`config.mk`:
```
export PLATFORM = sky130hd
export DESIGN_NAME = tilt_complementary_filter_alarm
export DESIGN_NICKNAME = d
export VERILOG_FILES = /design/src/design/tcfa_pkg.sv /design/src/design/tilt_complementary_filter_alarm.sv /design/src/design/tcfa_cordic.sv
export SDC_FILE = /design/constraint.sdc
export NUM_CORES = 2
export LEC_CHECK = 0
export BUFFER_PORTS_ARGS = -buffer_cell sky130_fd_sc_hd__buf_2
export CAP_MARGIN = 20
export CORE_MARGIN = 2
export CORE_UTILIZATION = 30
export CTS_BUF_LIST = sky130_fd_sc_hd__clkbuf_8
export CTS_CLUSTER_DIAMETER = 200
export DETAILED_ROUTE_END_ITERATION = 10
export PLACE_DENSITY = 0.43
export RECOVER_POWER = 50
export SKIP_LAST_GASP = 1
export SYNTH_ARGS = -nofsm -noshare
export SYNTH_HDL_FRONTEND = slang
export SYNTH_HIERARCHICAL = 1
export SYNTH_SLANG_ARGS = --single-unit
```
`constraint.sdc`:
```
create_clock -name clk -period 20.3 [get_ports clk]
set_input_delay 3.045 -clock clk [delete_from_list [all_inputs] [get_ports clk]]
set_output_delay 3.045 -clock clk [all_outputs]
set_load 0.02 [all_outputs]
```
`src/design/tcfa_pkg.sv`:
```
// shared constants and types for the tilt complementary filter with alarm
// no dependencies
package tcfa_pkg;
  localparam int CORDIC_STEPS = 16;
  localparam int CNT_W = $clog2(CORDIC_STEPS + 1);
  localparam logic signed [31:0] ANGLE_LIMIT = 32'sd5898240;
  localparam logic signed [31:0] HALF_TURN = 32'sd5898240;
  localparam logic [15:0] INV_GAIN_Q16 = 16'd39797;

  // register indexes
  localparam logic [2:0] REG_BASE_PITCH = 3'd0;
  localparam logic [2:0] REG_BASE_ROLL = 3'd1;
  localparam logic [2:0] REG_THR_PITCH = 3'd2;
  localparam logic [2:0] REG_THR_ROLL = 3'd3;
  localparam logic [2:0] REG_BLEND = 3'd4;
  localparam logic [2:0] REG_WARMUP = 3'd5;

  // rounded atan(2^-i) in 1/32768 degree
  function automatic logic signed [21:0] atan_entry(input logic [4:0] i);
    logic signed [21:0] r;
    begin
      unique case (i)
        5'd0: r = 22'sd1474560;
        5'd1: r = 22'sd870484;
        5'd2: r = 22'sd459940;
        5'd3: r = 22'sd233473;
        5'd4: r = 22'sd117189;
        5'd5: r = 22'sd58652;
        5'd6: r = 22'sd29333;
        5'd7: r = 22'sd14667;
        5'd8: r = 22'sd7334;
        5'd9: r = 22'sd3667;
        5'd10: r = 22'sd1833;
        5'd11: r = 22'sd917;
        5'd12: r = 22'sd458;
        5'd13: r = 22'sd229;
        5'd14: r = 22'sd115;
        5'd15: r = 22'sd57;
        5'd16: r = 22'sd29;
        5'd17: r = 22'sd14;
        5'd18: r = 22'sd7;
        5'd19: r = 22'sd4;
        5'd20: r = 22'sd2;
        5'd21: r = 22'sd1;
        default: r = 22'sd0;
      endcase
      return r;
    end
  endfunction

  typedef struct packed {
    logic start;
    logic signed [25:0] y;
    logic signed [25:0] x;
  } cordic_req_t;

  typedef struct packed {
    logic done;
    logic signed [31:0] angle;
    logic signed [27:0] mag;
  } cordic_rsp_t;
endpackage

```
`src/design/tilt_complementary_filter_alarm.sv`:
```
// top level: tilt estimator with posture alarm, apb registers, stream ports
// depends on tcfa_pkg and tcfa_cordic
//
// a request runs the whole sequence below before the next is accepted. three
// passes go through the shared cordic unit, which answers a zero vector
// without rotating. the gain and magnitude steps do the gain correction. each
// axis then takes eight sequencer steps on one shared multiplier for gyro
// integration, the divide by 1000 and blending. the output step loads the
// result and the idle step takes the next request. s_tready is high only while
// the sequencer is idle. the result sits in an output register until it is
// taken, so a new request can start while it waits. the sequencer holds in its
// output step only while the previous result is still not taken. warm-up forces
// the alarm low for warmup_samples requests, min one; the last sets filter_ready.
module tilt_complementary_filter_alarm (
  input  logic        clk,
  input  logic        rst,
  input  logic        s_tvalid,
  output logic        s_tready,
  // accel_x, accel_y, accel_z, gyro_x_rate, gyro_y_rate, elapsed_ms
  input  logic [95:0] s_tdata,
  output logic        m_tvalid,
  input  logic        m_tready,
  // pitch_angle, roll_angle
  output logic [31:0] m_tdata,
  // bad_posture, filter_ready
  output logic [1:0]  m_tuser,
  input  logic        psel,
  input  logic        penable,
  input  logic        pwrite,
  input  logic [4:0]  paddr,
  input  logic [31:0] pwdata,
  output logic [31:0] prdata,
  output logic        pready
);
  localparam logic [3:0] ST_IDLE = 4'd0;
  localparam logic [3:0] ST_C1 = 4'd1;
  localparam logic [3:0] ST_GAIN = 4'd2;
  localparam logic [3:0] ST_C2 = 4'd3;
  localparam logic [3:0] ST_C3 = 4'd4;
  localparam logic [3:0] ST_INC = 4'd5;
  localparam logic [3:0] ST_DIV = 4'd6;
  localparam logic [3:0] ST_MA = 4'd7;
  localparam logic [3:0] ST_MB = 4'd8;
  localparam logic [3:0] ST_SAT = 4'd9;
  localparam logic [3:0] ST_OUT = 4'd10;
  localparam logic [3:0] ST_MAG = 4'd11;
  localparam logic [3:0] ST_QUO = 4'd12;
  localparam logic [3:0] ST_REM = 4'd13;
  localparam logic [3:0] ST_ADD = 4'd14;

  // ceil(2^38 / 125): exact floor(n / 125) for any n below 2^31
  localparam logic [31:0] DIV125_M = 32'd2199023256;

  logic [3:0] state;
  logic       axis;   // 0 pitch, 1 roll

  logic signed [15:0] baseline_pitch, baseline_roll;
  logic [14:0] pitch_limit, roll_limit;
  logic [15:0] blend_weight;
  logic [7:0]  warmup_samples;

  logic signed [23:0] pitch_estimate, roll_estimate;
  logic [7:0] warmup_count;
  logic       warmup_finished;

  logic signed [15:0] ax, ay, az, gx, gy;
  logic [15:0] ms;
  logic signed [27:0] mag;
  logic signed [31:0] acc_pitch, acc_roll;
  logic signed [47:0] prod;
  logic signed [47:0] sum;
  logic signed [34:0] inc;

  tcfa_pkg::cordic_req_t creq;
  tcfa_pkg::cordic_rsp_t crsp;

  tcfa_cordic u_cordic (.clk(clk), .rst(rst), .req(creq), .rsp(crsp));

  // apb
  logic wr_en;
  assign pready = 1'b1;
  assign wr_en = psel & penable & pwrite;
  always_ff @(posedge clk) begin
    if (rst) begin
      baseline_pitch <= '0;
      baseline_roll <= '0;
      pitch_limit <= 15'd1280;
      roll_limit <= 15'd1280;
      blend_weight <= 16'd62259;
      warmup_samples <= 8'd50;
    end else if (wr_en) begin
      unique case (paddr[4:2])
        tcfa_pkg::REG_BASE_PITCH: baseline_pitch <= pwdata[15:0];
        tcfa_pkg::REG_BASE_ROLL: baseline_roll <= pwdata[15:0];
        tcfa_pkg::REG_THR_PITCH: pitch_limit <= pwdata[14:0];
        tcfa_pkg::REG_THR_ROLL: roll_limit <= pwdata[14:0];
        tcfa_pkg::REG_BLEND: blend_weight <= pwdata[15:0];
        tcfa_pkg::REG_WARMUP: warmup_samples <= pwdata[7:0];
        default: ;
      endcase
    end
  end

  always_comb begin
    prdata = '0;
    unique case (paddr[4:2])
      tcfa_pkg::REG_BASE_PITCH: prdata = 32'(baseline_pitch);
      tcfa_pkg::REG_BASE_ROLL: prdata = 32'(baseline_roll);
      tcfa_pkg::REG_THR_PITCH: prdata = 32'(pitch_limit);
      tcfa_pkg::REG_THR_ROLL: prdata = 32'(roll_limit);
      tcfa_pkg::REG_BLEND: prdata = 32'(blend_weight);
      tcfa_pkg::REG_WARMUP: prdata = 32'(warmup_samples);
      default: prdata = '0;
    endcase
  end

  // shared multiplier operands, chosen by step
  logic signed [31:0] mul_a;
  logic signed [17:0] mul_b;
  logic signed [31:0] integ;
  logic signed [31:0] acc_sel;
  logic signed [23:0] est_sel;
  logic signed [15:0] rate_sel;
  assign est_sel = axis ? roll_estimate : pitch_estimate;
  assign rate_sel = axis ? gy : gx;
  assign acc_sel = axis ? acc_roll : acc_pitch;
  assign integ = 32'(est_sel) + 32'(inc);

  always_comb begin
    mul_a = '0;
    mul_b = '0;
    unique case (state)
      ST_GAIN: begin mul_a = 32'(mag); mul_b = 18'(tcfa_pkg::INV_GAIN_Q16); end
      ST_INC: begin mul_a = 32'(rate_sel); mul_b = 18'({1'b0, ms}); end
      ST_MA: begin mul_a = integ; mul_b = 18'({1'b0, blend_weight}); end
      ST_MB: begin mul_a = acc_sel; mul_b = 18'(17'd65536 - 17'(blend_weight)); end
      default: ;
    endcase
  end

  // truncating divide of rate*ms*512 by 1000, i.e. rate*ms*64/125
  // |n| = 125*q + r, so |n|*64/125 = 64*q + floor(64*r/125)
  // q by reciprocal multiply, the small term by ceil(2^20/125)
  logic [30:0] pabs;
  logic [30:0] nabs;
  logic        inc_neg;
  logic [62:0] qfull;
  logic [24:0] qa;
  logic [30:0] qa125;
  logic [6:0]  rb;
  logic [26:0] fprod;
  logic [30:0] inc_mag;
  assign pabs = prod[47] ? 31'(-prod) : 31'(prod);
  assign qfull = {32'd0, nabs} * {31'd0, DIV125_M};
  assign qa125 = 31'(qa) * 31'd125;
  assign rb = 7'(nabs - qa125);
  assign fprod = 27'({rb, 6'b000000}) * 27'd8389;
  assign inc_mag = {qa, 6'b000000} + 31'(fprod[26:20]);

  logic signed [31:0] blended;
  logic signed [31:0] sat;
  assign blended = 32'(sum >>> 16);
  assign sat = (blended > tcfa_pkg::ANGLE_LIMIT) ? tcfa_pkg::ANGLE_LIMIT :
               (blended < -tcfa_pkg::ANGLE_LIMIT) ? -tcfa_pkg::ANGLE_LIMIT : blended;

  // alarm on the outputs in 1/128 degree
  logic signed [15:0] p_out, r_out;
  logic signed [17:0] dp, dr;
  logic [17:0] adp, adr;
  logic bad;
  assign p_out = 16'(pitch_estimate >>> 8);
  assign r_out = 16'(roll_estimate >>> 8);
  assign dp = 18'(p_out) - 18'(baseline_pitch);
  assign dr = 18'(r_out) - 18'(baseline_roll);
  assign adp = dp[17] ? 18'(-dp) : 18'(dp);
  assign adr = dr[17] ? 18'(-dr) : 18'(dr);
  assign bad = (adp > 18'(pitch_limit)) || (adr > 18'(roll_limit));

  logic [7:0] cnt_next;
  assign cnt_next = warmup_count + 1'b1;
  logic [7:0] wmin;
  assign wmin = (warmup_samples == 0) ? 8'd1 : warmup_samples;

  // output register free for a new result
  logic out_free;
  assign out_free = !m_tvalid || m_tready;

  assign s_tready = (state == ST_IDLE);

  always_ff @(posedge clk) begin
    if (rst) begin
      state <= ST_IDLE;
      m_tvalid <= 1'b0;
      pitch_estimate <= '0;
      roll_estimate <= '0;
      warmup_count <= '0;
      warmup_finished <= 1'b0;
      creq.start <= 1'b0;
      axis <= 1'b0;
    end else begin
      creq.start <= 1'b0;
      if (state == ST_OUT && out_free) m_tvalid <= 1'b1;
      else if (m_tready) m_tvalid <= 1'b0;
      unique case (state)
        ST_IDLE: begin
          if (s_tvalid && s_tready) begin
            ax <= s_tdata[15:0];
            ay <= s_tdata[31:16];
            az <= s_tdata[47:32];
            gx <= s_tdata[63:48];
            gy <= s_tdata[79:64];
            ms <= s_tdata[95:80];
            creq.start <= 1'b1;
            creq.y <= 26'(signed'(s_tdata[15:0])) <<< 8;
            creq.x <= 26'(signed'(s_tdata[47:32])) <<< 8;
            state <= ST_C1;
          end
        end
        ST_C1: if (crsp.done) begin
          mag <= crsp.mag;
          state <= ST_GAIN;
        end
        // product of the gain correction is registered and read in the magnitude step
        ST_GAIN: state <= ST_MAG;
        ST_MAG: begin
          creq.start <= 1'b1;
          creq.y <= 26'(ay) <<< 8;
          creq.x <= 26'(prod >>> 16);
          state <= ST_C2;
        end
        ST_C2: if (crsp.done) begin
          acc_pitch <= crsp.angle;
          creq.start <= 1'b1;
          creq.y <= -(26'(ax) <<< 8);
          creq.x <= 26'(az) <<< 8;
          state <= ST_C3;
        end
        ST_C3: if (crsp.done) begin
          acc_roll <= crsp.angle;
          axis <= 1'b0;
          state <= ST_INC;
        end
        ST_INC: state <= ST_DIV;
        ST_DIV: begin
          nabs <= pabs;
          inc_neg <= prod[47];
          state <= ST_QUO;
        end
        ST_QUO: begin
          qa <= qfull[62:38];
          state <= ST_REM;
        end
        ST_REM: begin
          inc <= inc_neg ? -(35'(inc_mag)) : 35'(inc_mag);
          state <= ST_MA;
        end
        ST_MA: state <= ST_MB;
        ST_MB: begin
          sum <= prod;
          state <= ST_ADD;
        end
        ST_ADD: begin
          sum <= sum + prod;
          state <= ST_SAT;
        end
        ST_SAT: begin
          if (axis) begin
            roll_estimate <= 24'(sat);
            state <= ST_OUT;
          end else begin
            pitch_estimate <= 24'(sat);
            axis <= 1'b1;
            state <= ST_INC;
          end
        end
        ST_OUT: if (out_free) begin
          m_tdata <= {r_out, p_out};
          if (!warmup_finished) begin
            warmup_count <= cnt_next;
            warmup_finished <= (cnt_next >= wmin);
            m_tuser <= {(cnt_next >= wmin), 1'b0};
          end else begin
            m_tuser <= {1'b1, bad};
          end
          state <= ST_IDLE;
        end
        default: state <= ST_IDLE;
      endcase
    end
  end

  // registered product of the shared multiplier
  always_ff @(posedge clk) begin
    prod <= 48'(mul_a) * 48'(mul_b);
  end
endmodule

```
`src/design/tcfa_cordic.sv`:
```
// shared cordic vectoring unit: one rotation per cycle, atan2 and magnitude
// depends on tcfa_pkg
module tcfa_cordic (
  input  logic                 clk,
  input  logic                 rst,
  input  tcfa_pkg::cordic_req_t req,
  output tcfa_pkg::cordic_rsp_t rsp
);
  logic                          busy;
  logic [tcfa_pkg::CNT_W-1:0]    step;
  logic signed [27:0]            x;
  logic signed [27:0]            y;
  logic signed [31:0]            z;
  logic signed [27:0]            dx;
  logic signed [27:0]            dy;
  logic signed [21:0]            at;
  logic signed [31:0]            zc;

  assign dx = y >>> step;
  assign dy = x >>> step;
  assign at = tcfa_pkg::atan_entry(5'(step));
  // clamp to half a turn
  assign zc = (z > tcfa_pkg::ANGLE_LIMIT) ? tcfa_pkg::ANGLE_LIMIT :
              (z < -tcfa_pkg::ANGLE_LIMIT) ? -tcfa_pkg::ANGLE_LIMIT : z;

  always_ff @(posedge clk) begin
    if (rst) begin
      busy <= 1'b0;
      rsp.done <= 1'b0;
    end else begin
      rsp.done <= 1'b0;
      if (req.start) begin
        step <= '0;
        if (req.x == 0 && req.y == 0) begin
          rsp.done <= 1'b1;
          rsp.angle <= '0;
          rsp.mag <= '0;
        end else begin
          busy <= 1'b1;
          if (req.x < 0) begin
            x <= -28'(req.x);
            y <= -28'(req.y);
            z <= (req.y >= 0) ? 32'(tcfa_pkg::HALF_TURN) : -32'(tcfa_pkg::HALF_TURN);
          end else begin
            x <= 28'(req.x);
            y <= 28'(req.y);
            z <= '0;
          end
        end
      end else if (busy) begin
        if (step == tcfa_pkg::CNT_W'(tcfa_pkg::CORDIC_STEPS)) begin
          busy <= 1'b0;
          rsp.done <= 1'b1;
          rsp.angle <= zc;
          rsp.mag <= x;
        end else begin
          step <= step + 1'b1;
          if (y >= 0) begin
            x <= x + dx;
            y <= y - dy;
            z <= z + 32'(at);
          end else begin
            x <= x - dx;
            y <= y + dy;
            z <= z - 32'(at);
          end
        end
      end
    end
  end
endmodule
```
==> metrics.md <==
| Metric | Value |
|---|---|
| Worst-case register-to-register setup slack | 8.42 ns |
| Clock sink count | 777 |
| Yosys Warn Count | 6 |
| FP Rows | about 190 |
| Clock tree from TritonCTS | built |
| Hold-fix buffers, CTS | 0 |
| Flip-flop and latch count after synthesis | 777 |
| PortBufs | roughly 190 |
| Worst-skew pair later-pin latency | 0.97 ns |
| Worst slack, placed | 9.672 ns |
| Leakage power of the design | between 0.03 and 0.04 µW |
| Buffer depth of the longest clock path | 4 |
| Most frequent cells in the layout | sky130_fd_sc_hd__inv_1 (1323), sky130_fd_sc_hd__fa_1 (815), sky130_fd_sc_hd__ha_1 (810) |
| Minimum clock period after layout | 11.88 ns |
| GRT Resource Usage Total | around a fifth |
| Reported max-cap violation count | 16 |
| Vias in the first global route | 65595 |
| Worst-case clock skew | 0.1212 ns |
| Crit start category | flip-flop |
| Clock-pin transition on the worst setup and hold timing paths | approximately 0.060 ns |
| Cell variety after synth | 112 |
| Top flip-flop cell by instance count after synthesis | sky130_fd_sc_hd__edfxtp_1 |
| Die width | 531.6 µm |
| Count of final hold-check violations | 0 |
| Type of the tightest min-delay check | flip-flop to flip-flop |
| Fraction of the mapped netlist area in compound gates | a little over an eighth |
| Final HPWL from detailed placement | 225.5 mm |
| Worst-case vdd ir drop | 0.00007886 V |
| Remaining antenna violation count after routing | 0 |
| Netlist Area Pre-Place | around 84000 µm² |
| Run status | finished with violations |
| Filler cell count in the final layout | 28708 |
| Placeable Area | ~280000 µm² |
| Setup repair after global routing missed its margin | false |
| TritonCTS Buffers | 157 |
| Grt total ovfl | 0 |
| Relative max-transition margin | -178.8% |
| Routed via count | 64940 |
| Post-Syn Instances | 8796 |
| Nets | 10723 |
| Violated checks | max-capacitance violations, max-slew violations |
| Core Util, Final | between 30% and 40% |
| Critical path data required time | between 20 and 25 ns |
| Fraction of layout cells with a size suffix above 1 | roughly 8.3% |
| Maximum number of pins on one net before global-route repair | 100 |
| Mux contribution to synthesized area | approximately 4.2% |
| Largest family of logic cells by synthesized area | adder cells |
| Number of design-rule violations left by the first detailed-router iteration | 4822 |
| Final setup TNS | 0 ns |
| Initial antenna violation count | 15 |
| H-tree level count | 4 |
| FMAX | 84.20 MHz |
| Die Y | 531.6 µm |
| Family with the most delay on the worst path | adder cells |
| Resized Gates After CTS | 0 |
| Fraction of the mapped netlist area in simple logic gates | 13.10% |
| Cell occurring most often along the worst timing path | sky130_fd_sc_hd__fa_1 |
| Transition time at the pin with the least slew margin | 4.182 ns |
| WL per Instance | 22.56 µm |
| Critical path peak fanout | 58 |
| Wire length of the first global-routing pass | 432.1 mm |
| Worst path slowest cell | sky130_fd_sc_hd__clkbuf_1 |
| Arrival time at the worst endpoint | 12.66 ns |
| EDFF count, synth | 556 |
| Critical path buffers and inverters | 5 |
| Final setup slack of the worst path | about 8.4 ns |
| Most frequent standard cell in the layout excluding fill and tap cells | sky130_fd_sc_hd__inv_1 |
| Clk root buf | sky130_fd_sc_hd__clkbuf_8 |
| Post-route DRC violation count | 0 |
| Die Area | 282600 µm² |
| Post-synthesis sequential area ratio | 25.29% |
| Weighted congestion at the end of routability-driven global placement | 0.8784 |
| CP Capture Type | flip-flop |
| Largest stage delay on the critical path | between 2 and 2.5 ns |
| Worst hold slack across all endpoints | roughly 0.37 ns |
| Async set-reset flop share out of synthesis | 0% |
| XOR/XNOR Fraction of Synth Area | 4.918% |
| Vias per Instance | 5.077 |
| Overall power consumption | 9423 µW |
| IO Count | 209 |
| Effective utilization at floorplan | 30.18% |
| Number of endpoints failing setup at the final stage | 0 |
| Total count of max-transition violations in the final report | 762 |
| Total power density per cell area | just over 100 nW/µm² |
| Mean cell area of the mapped netlist | 9.495 µm² |
| Critical Setup Path Class | flip-flop to flip-flop |
| Area share of fa/ha/maj cells after synthesis | 31.67% |
| P&R area growth vs syn | 10.20% |
| Detailed-router iteration count before antenna repair | 9 |
| Final Cycle Share | 58.50% |
| Number of setup buffers added after CTS | 0 |
| Total Routed Length | 288.5 mm |
-- logic make-up after synthesis --
logic type / after synthesis
adders and majority gates: 1625
and+or+nand+nor: 2349
buffers and inverters: 1629
muxes: 249
DFF: 777
AOI/OAI and AO/OA: 1696
xor gates and xnor gates: 469
other: 2
-- flip-flops by register name (all words and copies together) (netlist names), 21 cells and up --
register / cells
u_cordic/rsp: 61
prod: 48
sum: 48
creq: 45
acc_pitch: 32
acc_roll: 32
inc: 32
m_tdata: 32
u_cordic/z: 32
nabs: 31
mag: 28
u_cordic/x: 28
u_cordic/y: 28
qa: 25
pitch_estimate: 24
roll_estimate: 24
u_cordic/at: 21
-- power by group --
| group | internal [µW] | total (µW) | switching [µW] |
|---|---|---|---|
| logic | 2010 | 5420 | 3410 |
| registers | 2030 | 2310 | 275 |
| clock network | 930 | 1700 | 767 |
-- synth_stat cells, drive strengths merged (89+ instances only) --
| master | count | area share [%] |
|---|---|---|
| inv | 1276 | 5.7 |
| fa | 815 | 20 |
| ha | 810 | 12 |
| nand2 | 795 | 3.6 |
| nor2 | 701 | 3.2 |
| edfxtp | 556 | 20 |
| a21oi | 478 | 2.9 |
| o21ai | 377 | 2.3 |
| xnor2 | 317 | 3.3 |
| clkbuf | 264 | 1.2 |
| dfxtp | 221 | 5.3 |
| a21o | 169 | 1.5 |
| nand3 | 162 | 0.98 |
| xor2 | 152 | 1.6 |
| mux2i | 114 | 1.4 |
| nor3 | 93 | 0.56 |
| o31ai | 91 | 0.83 |
| buf | 89 | 0.63 |
-- layout make-up --
cell class              instances  area [µm²]  area share [%]
multi-input cells            6415       56380           61.26
flip-flops and latches        777       21120           22.95
inverters                    1276        4790           5.204
well taps                    3705        4636           5.036
clock buffers                 174        2395           2.602
repair buffers                331        1934           2.102
clock inverters               107       769.5          0.8360
diodes                          5       12.51         0.01359
-- stage by stage --
| step | area (µm²) | std cells |
|---|---|---|
| floorplan | 83610 | 8821 |
| global placement | 88910 | 12492 |
| detailed placement | 88950 | 12494 |
| CTS | 92110 | 12775 |
| global route | 92030 | 12786 |
| finish | 92040 | 12790 |
-- routing by layer --
layer	wire, µm	vias up	share of wire (%)	track usage, %
li1	-	30369	-	-
met1	136400	32586	47	28.93
met2	130800	1696	45	32.04
met3	13580	287	4.7	2.370
met4	7666	2	2.7	5.154
met5	11	-	0.0038	0
-- final timing paths --
path              depth (start not counted)                  startpoint                end
hold / removal                            0  u_cordic/rsp[25]$_DFFE_PP_  mag[25]$_DFFE_PP_
setup / recovery                         28       state[2]$_SDFFE_PP0P_   prod[47]$_DFF_P_
hold reg to reg                           0  u_cordic/rsp[25]$_DFFE_PP_  mag[25]$_DFFE_PP_
setup reg to reg                         28       state[2]$_SDFFE_PP0P_   prod[47]$_DFF_P_
No activity file was read; power rests on OpenSTA's default activity.
